[config.mk]
export PLATFORM = sky130hd
export DESIGN_NAME = readahead_window_cache
export DESIGN_NICKNAME = d
export VERILOG_FILES = /design/src/design/rwc_pkg.sv /design/src/design/rwc_ctrl.sv /design/src/design/rwc_datapath.sv /design/src/design/readahead_window_cache.sv
export SDC_FILE = /design/constraint.sdc
export NUM_CORES = 2
export LEC_CHECK = 0
export ABC_AREA = 1
export BUFFER_PORTS_ARGS = -buffer_cell sky130_fd_sc_hd__buf_2
export CORE_ASPECT_RATIO = 2
export CORE_MARGIN = 3
export CORE_UTILIZATION = 59
export DETAILED_ROUTE_END_ITERATION = 10
export GPL_ROUTABILITY_DRIVEN = 1
export HOLD_SLACK_MARGIN = 0.05
export PLACE_DENSITY = 0.76
export SLEW_MARGIN = 20
export SYNTH_ARGS = -nofsm -noshare
export SYNTH_HDL_FRONTEND = slang
export SYNTH_HIERARCHICAL = 1
export SYNTH_SLANG_ARGS = --single-unit
[constraint.sdc]
create_clock -name clk -period 16.8 [get_ports clk]
set_input_delay 0.84 -clock clk [delete_from_list [all_inputs] [get_ports clk]]
set_output_delay 0.84 -clock clk [all_outputs]
set_load 0.005 [all_outputs]
[src/design/rwc_pkg.sv]
package rwc_pkg;

	localparam int RWC_WAYS          = 8;
	localparam int RWC_WINDOW_BLOCKS = 32;

	localparam logic OP_LOOKUP = 1'b0;
	localparam logic OP_FILL   = 1'b1;

	localparam logic [1:0] KIND_COPY  = 2'd0;
	localparam logic [1:0] KIND_FETCH = 2'd1;
	localparam logic [1:0] KIND_ABORT = 2'd2;
	localparam logic [1:0] KIND_ORDER = 2'd3;

	typedef struct packed {
		logic        operation;
		logic [30:0] block_addr;
		logic [15:0] blocks_left;
		logic [5:0]  fill_count;
	} req_t;

	typedef struct packed {
		logic [1:0]  kind;
		logic [2:0]  way_index;
		logic [4:0]  block_offset;
		logic [5:0]  take_count;
		logic [30:0] fetch_addr;
	} rsp_t;

	typedef struct packed {
		logic latch_req;
		logic make_order;
		logic scan_start;
		logic rd_en;
		logic resolve;
		logic fill;
		logic load_out;
	} cmd_t;

	typedef struct packed {
		logic order_err;
		logic is_fill;
		logic scan_last;
	} sts_t;

endpackage

[src/design/rwc_ctrl.sv]
module rwc_ctrl import rwc_pkg::*; (
	input  logic clk,
	input  logic arst_n,
	input  logic req_valid,
	output logic req_ready,
	output logic rsp_valid,
	input  logic rsp_ready,
	input  sts_t sts,
	output cmd_t cmd
);

	localparam logic [2:0] ST_IDLE    = 3'd0;
	localparam logic [2:0] ST_DECODE  = 3'd1;
	localparam logic [2:0] ST_SCAN    = 3'd2;
	localparam logic [2:0] ST_EVAL    = 3'd3;
	localparam logic [2:0] ST_RESOLVE = 3'd4;
	localparam logic [2:0] ST_FILL    = 3'd5;
	localparam logic [2:0] ST_RESP    = 3'd6;

	logic [2:0] state_q;
	logic [2:0] state_d;
	logic       rsp_valid_q;
	logic       out_free;

	assign req_ready = (state_q == ST_IDLE);
	assign rsp_valid = rsp_valid_q;
	assign out_free  = !rsp_valid_q || rsp_ready;

	always_comb begin
		cmd     = '0;
		state_d = state_q;
		unique case (state_q)
			ST_IDLE: begin
				if (req_valid) begin
					cmd.latch_req = 1'b1;
					state_d       = ST_DECODE;
				end
			end
			ST_DECODE: begin
				if (sts.order_err) begin
					cmd.make_order = 1'b1;
					state_d        = ST_RESP;
				end else if (sts.is_fill) begin
					state_d = ST_FILL;
				end else begin
					cmd.scan_start = 1'b1;
					state_d        = ST_SCAN;
				end
			end
			ST_SCAN: begin
				cmd.rd_en = 1'b1;
				if (sts.scan_last) begin
					state_d = ST_EVAL;
				end
			end
			ST_EVAL: begin
				state_d = ST_RESOLVE;
			end
			ST_RESOLVE: begin
				cmd.resolve = 1'b1;
				state_d     = ST_RESP;
			end
			ST_FILL: begin
				cmd.fill = 1'b1;
				state_d  = ST_RESP;
			end
			ST_RESP: begin
				if (out_free) begin
					cmd.load_out = 1'b1;
					state_d      = ST_IDLE;
				end
			end
			default: begin
				state_d = ST_IDLE;
			end
		endcase
	end

	always_ff @(posedge clk or negedge arst_n) begin
		if (!arst_n) begin
			state_q     <= ST_IDLE;
			rsp_valid_q <= 1'b0;
		end else begin
			state_q <= state_d;
			if (cmd.load_out) begin
				rsp_valid_q <= 1'b1;
			end else if (rsp_ready) begin
				rsp_valid_q <= 1'b0;
			end
		end
	end

endmodule

[src/design/rwc_datapath.sv]
module rwc_datapath import rwc_pkg::*; #(
	parameter int WAYS          = RWC_WAYS,
	parameter int WINDOW_BLOCKS = RWC_WINDOW_BLOCKS
) (
	input  logic clk,
	input  logic arst_n,
	input  req_t req,
	input  cmd_t cmd,
	output sts_t sts,
	output rsp_t rsp
);

	localparam int WAY_W = (WAYS > 1) ? $clog2(WAYS) : 1;

	req_t              req_q;
	rsp_t              res_q;
	rsp_t              res_d;
	rsp_t              rsp_q;

	logic [WAYS-1:0]   valid_q;
	logic [WAYS-1:0]   stamp_set_q;
	logic [63:0]       use_clock_q;
	logic              fill_pending_q;
	logic [WAY_W-1:0]  pending_way_q;
	logic [30:0]       pending_addr_q;
	logic [15:0]       pending_left_q;

	logic [30:0]       base_mem [WAYS];
	logic [5:0]        count_mem [WAYS];
	logic [63:0]       stamp_mem [WAYS];

	logic [WAY_W-1:0]  scan_idx_q;
	logic              pipe_s1;
	logic [WAY_W-1:0]  idx_s1;
	logic [30:0]       base_s1;
	logic [5:0]        count_s1;
	logic [63:0]       stamp_s1;
	logic              set_s1;
	logic              way_valid_s1;

	logic              hit_q;
	logic [WAY_W-1:0]  hit_way_q;
	logic [5:0]        hit_off_q;
	logic [5:0]        hit_cnt_q;
	logic [63:0]       min_q;
	logic [WAY_W-1:0]  victim_q;

	logic [31:0]       diff;
	logic              covers;
	logic [63:0]       stamp_eff;
	logic              lower;
	logic [63:0]       use_next;
	logic [5:0]        hit_avail;
	logic [5:0]        hit_take;
	logic              fill_zero;
	logic              fill_big;
	logic [5:0]        fill_sat;
	logic [5:0]        fill_take;
	logic              stamp_we;
	logic [WAY_W-1:0]  stamp_wa;
	logic              base_we;

	assign sts.order_err = (req_q.operation == OP_LOOKUP)
		? (fill_pending_q || (req_q.blocks_left == 16'd0))
		: !fill_pending_q;
	assign sts.is_fill   = (req_q.operation == OP_FILL);
	assign sts.scan_last = (scan_idx_q == WAY_W'(WAYS - 1));

	assign rsp = rsp_q;

	assign diff      = {1'b0, req_q.block_addr} - {1'b0, base_s1};
	assign covers    = way_valid_s1 && !diff[31] && (diff[30:6] == '0)
		&& (diff[5:0] < count_s1);
	assign stamp_eff = set_s1 ? stamp_s1 : 64'd0;
	assign lower     = (idx_s1 == '0) || (stamp_eff < min_q);

	assign use_next  = use_clock_q + 64'd1;
	assign hit_avail = hit_cnt_q - hit_off_q;
	assign hit_take  = (req_q.blocks_left < {10'b0, hit_avail})
		? req_q.blocks_left[5:0] : hit_avail;
	assign fill_zero = (req_q.fill_count == 6'd0);
	assign fill_big  = ({1'b0, req_q.fill_count} > 7'(WINDOW_BLOCKS));
	assign fill_sat  = fill_big ? 6'(WINDOW_BLOCKS) : req_q.fill_count;
	assign fill_take = (pending_left_q < {10'b0, fill_sat})
		? pending_left_q[5:0] : fill_sat;

	assign base_we  = cmd.fill && !fill_zero;
	assign stamp_we = (cmd.resolve && hit_q) || base_we;
	assign stamp_wa = cmd.resolve ? hit_way_q : pending_way_q;

	always_comb begin
		res_d = '0;
		if (cmd.make_order) begin
			res_d.kind = KIND_ORDER;
		end else if (cmd.resolve) begin
			if (hit_q) begin
				res_d.kind         = KIND_COPY;
				res_d.way_index    = 3'(hit_way_q);
				res_d.block_offset = hit_off_q[4:0];
				res_d.take_count   = hit_take;
			end else begin
				res_d.kind       = KIND_FETCH;
				res_d.way_index  = 3'(victim_q);
				res_d.fetch_addr = req_q.block_addr;
			end
		end else if (cmd.fill) begin
			res_d.way_index = 3'(pending_way_q);
			if (fill_zero) begin
				res_d.kind = KIND_ABORT;
			end else begin
				res_d.kind       = KIND_COPY;
				res_d.take_count = fill_take;
			end
		end
	end

	always_ff @(posedge clk) begin
		if (base_we) begin
			base_mem[pending_way_q]  <= pending_addr_q;
			count_mem[pending_way_q] <= fill_sat;
		end
		if (stamp_we) begin
			stamp_mem[stamp_wa] <= use_next;
		end
		if (cmd.rd_en) begin
			base_s1      <= base_mem[scan_idx_q];
			count_s1     <= count_mem[scan_idx_q];
			stamp_s1     <= stamp_mem[scan_idx_q];
			set_s1       <= stamp_set_q[scan_idx_q];
			way_valid_s1 <= valid_q[scan_idx_q];
			idx_s1       <= scan_idx_q;
		end
	end

	always_ff @(posedge clk) begin
		if (cmd.latch_req) begin
			req_q <= req;
		end
		if (pipe_s1) begin
			if (!hit_q && covers) begin
				hit_way_q <= idx_s1;
				hit_off_q <= diff[5:0];
				hit_cnt_q <= count_s1;
			end
			if (lower) begin
				min_q    <= stamp_eff;
				victim_q <= idx_s1;
			end
		end
		if (cmd.make_order || cmd.resolve || cmd.fill) begin
			res_q <= res_d;
		end
		if (cmd.load_out) begin
			rsp_q <= res_q;
		end
	end

	always_ff @(posedge clk or negedge arst_n) begin
		if (!arst_n) begin
			valid_q        <= '0;
			stamp_set_q    <= '0;
			use_clock_q    <= '0;
			fill_pending_q <= 1'b0;
			pending_way_q  <= '0;
			pending_addr_q <= '0;
			pending_left_q <= '0;
			scan_idx_q     <= '0;
			pipe_s1        <= 1'b0;
			hit_q          <= 1'b0;
		end else begin
			pipe_s1 <= cmd.rd_en;
			if (cmd.scan_start) begin
				scan_idx_q <= '0;
				hit_q      <= 1'b0;
			end else begin
				if (cmd.rd_en) begin
					scan_idx_q <= scan_idx_q + 1'b1;
				end
				if (pipe_s1 && covers) begin
					hit_q <= 1'b1;
				end
			end
			if (stamp_we) begin
				use_clock_q           <= use_next;
				stamp_set_q[stamp_wa] <= 1'b1;
			end
			if (cmd.resolve && !hit_q) begin
				fill_pending_q <= 1'b1;
				pending_way_q  <= victim_q;
				pending_addr_q <= req_q.block_addr;
				pending_left_q <= req_q.blocks_left;
			end
			if (cmd.fill) begin
				fill_pending_q         <= 1'b0;
				valid_q[pending_way_q] <= !fill_zero;
			end
		end
	end

endmodule

[src/design/readahead_window_cache.sv]
// Read-ahead window cache controller.
// The req channel carries lookups (block address, blocks wanted) and fill
// reports (blocks delivered by a window fetch). The rsp channel returns one
// result per request: copy, fetch request, fetch abort or out-of-order error.
// A lookup scans all ways through the tag and stamp memories, one way per
// cycle, checking window coverage and tracking the least-recently-used way.
// A lookup passes through the decode, scan, evaluate, resolve and response
// states; a fill report goes through decode, fill and response, and an
// out-of-order request goes from decode straight to response.
// The result sits in an output register; a stalled receiver holds rsp and
// the controller waits with the next result until that register frees, while
// req_ready stays low from acceptance until the result is handed over.
// Reset clears all way valid bits, stamp-set flags, the use clock and
// any pending fill; bases, counts and stamps are not cleared, nor need be.
module readahead_window_cache import rwc_pkg::*; #(
	parameter int WAYS          = RWC_WAYS,
	parameter int WINDOW_BLOCKS = RWC_WINDOW_BLOCKS
) (
	input  logic clk,
	input  logic arst_n,
	input  logic req_valid,
	output logic req_ready,
	input  req_t req,
	output logic rsp_valid,
	input  logic rsp_ready,
	output rsp_t rsp
);

	cmd_t cmd;
	sts_t sts;

	rwc_ctrl u_ctrl (
		.clk       (clk),
		.arst_n    (arst_n),
		.req_valid (req_valid),
		.req_ready (req_ready),
		.rsp_valid (rsp_valid),
		.rsp_ready (rsp_ready),
		.sts       (sts),
		.cmd       (cmd)
	);

	rwc_datapath #(
		.WAYS          (WAYS),
		.WINDOW_BLOCKS (WINDOW_BLOCKS)
	) u_datapath (
		.clk    (clk),
		.arst_n (arst_n),
		.req    (req),
		.cmd    (cmd),
		.sts    (sts),
		.rsp    (rsp)
	);

endmodule

### After elaboration in Yosys (flattened, before gate mapping)

Memories as Yosys holds them, arrays and structs flattened. A register that Yosys moved wholly into a read port is not among the register bits.
Index checks and enable logic that the tools add are counted.

* register bits after elaboration: 375
* bits in writable memories: 808
* memories kept: 3

Memory list
* u_datapath.stamp_mem: depth 8, width 64, read ports 1, clocked after Yosys merged registers in 1, write ports 1, RTL line rwc_datapath.sv:30 `logic [63:0] stamp_mem [WAYS];`
* u_datapath.base_mem: depth 8, width 31, read ports 1, clocked after Yosys merged registers in 1, write ports 1, RTL line rwc_datapath.sv:28 `logic [30:0] base_mem [WAYS];`
* u_datapath.count_mem: depth 8, width 6, read ports 1, clocked after Yosys merged registers in 1, write ports 1, RTL line rwc_datapath.sv:29 `logic [5:0] count_mem [WAYS];`

* equality and inequality tests: 10
* magnitude comparators: 10
* bitwise gates (word level): 3
* reductions and logical operators: 36
* mux-type cells: 52
* $add $sub $neg: 4

Operator list (count)
* $add 64x1->64 const B: 1
* $lt 64x64->1: 1
* $mux 64: 1
* $mux 6: 7
* $lt 16x6->1: 2
* $sub 31x31->32: 1
* $logic_not 25->1: 1
* $mux 1: 25
* $mux 3: 8
* $pmux 3 s6: 1
* $logic_not 16->1: 1
* $eq 3x3->1 const B: 4
* $lt 3x4->1 const B: 3
* $logic_and 1x1->1: 10
* $mux 5: 2
* $bwmux 8: 1
* $or 8x8->8: 1
* $reduce_bool 2->1: 4
* $bmux 1 s3: 2
* $demux 1 s3: 2
* $eq 3x2->1 const B: 2
* $ge 3x1->1 const B: 2
* $gt 6x6->1 const B: 1
* $logic_not 3->1: 2
* other kinds (16): 30

### Depth between registers and ports, before layout

* word-level depth: 8
* mapped depth: 20

### Cells and area by module

The synthesis kept the hierarchy.

Modules (own cells, without submodules)
* rwc_datapath: area an instance 54036.8 um^2, sequential area each 37756.2 um^2, cells each 4716, instances 1
* rwc_ctrl: area an instance 304.0 um^2, sequential area each 100.1 um^2, cells each 49, instances 1

### Worst setup path before layout

OpenSTA, ideal clock, no wires.

* kind: flip-flop to flip-flop
* start: register u_ctrl.state_q[2]
* end: register u_datapath.stamp_set_q[0]
* cell stages (with the launch flop): 12
* slack: 8.312 ns
* data arrival time: 8.385 ns
* period minus slack after synthesis: 8.488 ns
* required time: 16.697 ns
* setup time: 0.103 ns
* cells stage by stage: dfrtp_1 inv_1 nor2_1 inv_1 nor2_1 buf_2 inv_1 or2_2 o21ai_0 inv_1 nor4_1 or2_2

RTL lines
* start: declaration: RTL line rwc_ctrl.sv:20 `logic [2:0] state_q;`
* start signal: assignment: RTL line rwc_ctrl.sv:84 `state_q <= state_d;`
* end signal: assignment: RTL line rwc_datapath.sv:161 `stamp_set_q <= '0;`
* end signal: indexed assignment: RTL line rwc_datapath.sv:185 `stamp_set_q[stamp_wa] <= 1'b1;`
* end: declaration: RTL line rwc_datapath.sv:21 `logic [WAYS-1:0] stamp_set_q;`

==> run_results.csv <==
group,metric,value,unit
grt,grt-ovfl-total,0,
grt,antenna_found_initial,0,
cells_and_area,fillers,6638,
cts,cts_hold_buf,1,
power_and_ir_drop,power.total,9.89,mW
cts,ctsResizeCount,0,
detailed_routing,vias,35652,
cells_and_area,layout_common_cells,"1,144 x edfxtp_1, 881 x nor2_1, 661 x nand2_1",
cts,cts_inserted_buffers,105,
cts,clock_path_buffers,3,
setup_path,cpMostUsedCell,"inv_1",
setup_path,worstReg2RegStart,"u_ctrl/state_q[2]",
detailed_routing,drc,0,
cells_and_area,stdcell_count,6100,
grt,grt_usage,27.7,%
logic_synthesis,synth-seq-cells,1284,
die,io_pins,107,
cells_and_area,drive_above_1_share,7.91,%
setup_path,crit_path_end_kind,"register",
cts,cts_tree,"built",
logic_synthesis,ys_seq_area_share,69.7,%
placement,port_buffers,106,
cells_and_area,layout_commonest_cell,"edfxtp_1",
outcome,outcome,"completed",
setup_path,critical_path_required,17.13,ns
power_and_ir_drop,power_density,166,mW/mm^2
die,dieArea,0.0960,mm^2
cts,cts.sinks,1284,
worst_hold_path,hold_path_end,"u_datapath/req_q[52]",
logic_synthesis,ys.flop_type,"edfxtp_1",
cts,htreeDepth,3,
die,core_area,0.0910,mm^2
timing,tightest_slew,1.07,ns
timing,min_period_over_period,25.1,%
setup_path,path_cells,"inv_1 -> nor2_1 -> inv_1 -> nor2_1 -> inv_1 -> or2_2 -> o21ai_0 -> nand2_1 -> nor2_4 -> buf_4",
logic_synthesis,syn_nets,4942,
job,max_cap_violations,0,
timing,finalWorstPathRequiredPeriod,4.22,ns
worst_hold_path,hp-class,"in -> reg",
timing,rsz0062_at_grt,"no",
grt,grt_max_degree,224,
detailed_routing,final_antenna_net_count,0,
cells_and_area,num_antenna_cells,0,
grt,first_global_vias,36175,
setup_path,crit_slowest_cell,"nor2_4",
setup_path,critPathMaxStageDelay,0.76,ns
cts,clock_latency,0.71,ns
detailed_routing,wl_per_cell,21.9,um
grt,grt_first_pass_wirelength,200,mm
die,die_y,435,um
setup_path,reg2reg_to,"u_datapath/stamp_mem[2][34]",
cells_and_area,nNetsFinal,5002,
logic_synthesis,syn_area,0.0543,mm^2
setup_path,cp.arrival,4.55,ns
placement,dpl.hpwl,83.2,mm
logic_synthesis,ys.warnings.count,6,
placement,placedCellCount,5902,
setup_path,crit_path_max_fanout,42,
die,start_util,59.7,%
setup_path,r2r_slack,12.58,ns
logic_synthesis,synth.avg_cell_area,11.4,um^2
detailed_routing,drt_first_pass_iters,6,
setup_path,path_class,"reg -> reg",
cts,postCtsSetupRepairBufs,0,
setup_path,rr_worst_depth,10,
timing,final-max-slew-violation-count,0,
setup_path,crit_family,"simple AND/OR/NAND/NOR gates",
timing,skew,0.0258,ns
detailed_routing,drtIter0Drc,3178,
logic_synthesis,synth_edf_count,1144,
logic_synthesis,synthArstFlopShare,10.9,%
detailed_routing,totalWireLength,134,mm
timing,setup_viol,0,
cts,clk_pin_slew,0.07,ns
worst_hold_path,hold_start,"req[52]",
logic_synthesis,synthCells,4765,
detailed_routing,vias_per_cell,5.84,
timing,hold_violations,0,
timing,max_slew_margin,28.6,%
cells_and_area,final_util,65.6,%
setup_path,worstSetupStartpointType,"register",
setup_path,path_buf_inv,4,
worst_hold_path,hold_depth,1,
die,rows,156,
die,dieWidth,221,um
timing,max_freq,237,MHz
power_and_ir_drop,leakagePower,23.3,nW
cts,cts-root-buf,"clkbuf_16",
placement,gp_congestion,0.960,
timing,totalNegativeSetupSlack,0,ns
logic_synthesis,synthDistinctLibCells,56,
cells_and_area,syn2layout_area_growth,9.76,%
power_and_ir_drop,vdd_drop_max,0.121,mV
[through the flow]
| step | worst slack [ns] | hold WS (ns) | cell area (um^2) |
|---|---|---|---|
| floorplan | 8.31 | 0.400 | 54300 |
| global placement | 12.74 | 0.401 | 56100 |
| detailed placement | 12.67 | 0.405 | 56100 |
| CTS | 12.66 | 0.266 | 59600 |
| global route | 12.32 | 0.278 | 59600 |
| finish | 12.58 | 0.307 | 59600 |
[report_power, final]
group | total (mW) | internal, mW | switching, mW
Clock | 2.52 | 1.40 | 1.12
Sequential | 4.49 | 4.21 | 0.286
Combinational | 2.88 | 0.831 | 2.05
[layout make-up]
class                      instances  area (um^2)  share of cell area, %
inverter                         479         1820                   3.06
timing repair buffer             155          920                   1.54
multi-input combinational       2800        14000                   23.5
tap                             1185         1480                   2.49
clock inverter                    65          691                   1.16
sequential                      1284        37900                   63.5
clock buffer                     132         2870                   4.80
[cells by family (layout without fill, tap and decap cells)]
logic type	Yosys count	after routing	share of synthesized area, %
fa+ha+maj	119	119	2.77
buf+inv	681	831	4.76
xor+xnor	74	74	1.21
simple gates	1763	1763	13.2
flops	1284	1284	69.7
compound gates	844	844	8.42
[metal layers]
layer / track usage, % / vias to the layer above / part of all wire, %
met5: 0 / - / 0
met1: 28.9 / 17189 / 33
li1: - / 16514 / -
met2: 51.3 / 1515 / 54
met4: 17.8 / 0 / 7.0
met3: 3.77 / 434 / 6.1
[worst reg2reg max path, stage by stage, from the launching register on]
cell	delay, ns
dfrtp_1	0.45
inv_1	0.10
nor2_1	0.09
inv_1	0.07
nor2_1	0.41
inv_1	0.24
or2_2	0.32
o21ai_0	0.32
nand2_1	0.22
nor2_4	0.76
buf_4	0.77
[sequential cells by signal, indices dropped and copies added, names as in the netlist, 47 cells and up]
signal,cells
u_datapath/base_mem,248
u_datapath/min_q,64
u_datapath/stamp_mem,512
u_datapath/req_q,53
u_datapath/rsp,47
u_datapath/use_clock_q,64
u_datapath/count_mem,48
u_datapath/stamp_s1,64
u_datapath/res_q,47
[cells in the mapped netlist (all sizes together) (5+ instances only)]
library cell | instances | area, um^2
nand4 | 40 | 275
inv | 477 | 1790
or2 | 8 | 50.1
o211ai | 13 | 97.6
a31oi | 105 | 657
nand2 | 667 | 2520
dfrtp | 140 | 3500
nand3b | 9 | 92.6
nand3 | 65 | 325
xor2 | 67 | 587
edfxtp | 1144 | 34400
o22ai | 101 | 632
xnor2 | 7 | 68.8
ha | 117 | 1460
buf | 39 | 175
nor4 | 19 | 134
o21a | 5 | 37.5
nor3 | 45 | 262
and2 | 5 | 31.3
a21oi | 80 | 404
nor2 | 900 | 3440
clkbuf | 163 | 612
o21ai | 527 | 2640
[how the worst max path moves through the flow]
stage               cells after the start                           to  slack [ns]         startpoint
floorplan                              11    u_datapath/stamp_set_q[0]        8.31  u_ctrl/state_q[2]
global placement                       10  u_datapath/stamp_mem[2][22]       12.74  u_ctrl/state_q[2]
detailed placement                     10  u_datapath/stamp_mem[2][26]       12.67  u_ctrl/state_q[2]
CTS                                    10  u_datapath/stamp_mem[2][27]       12.66  u_ctrl/state_q[2]
global route                           10  u_datapath/stamp_mem[2][49]       12.32  u_ctrl/state_q[2]
finish                                 10  u_datapath/stamp_mem[2][34]       12.58  u_ctrl/state_q[2]
No activity file was read; power rests on OpenSTA's default activity.
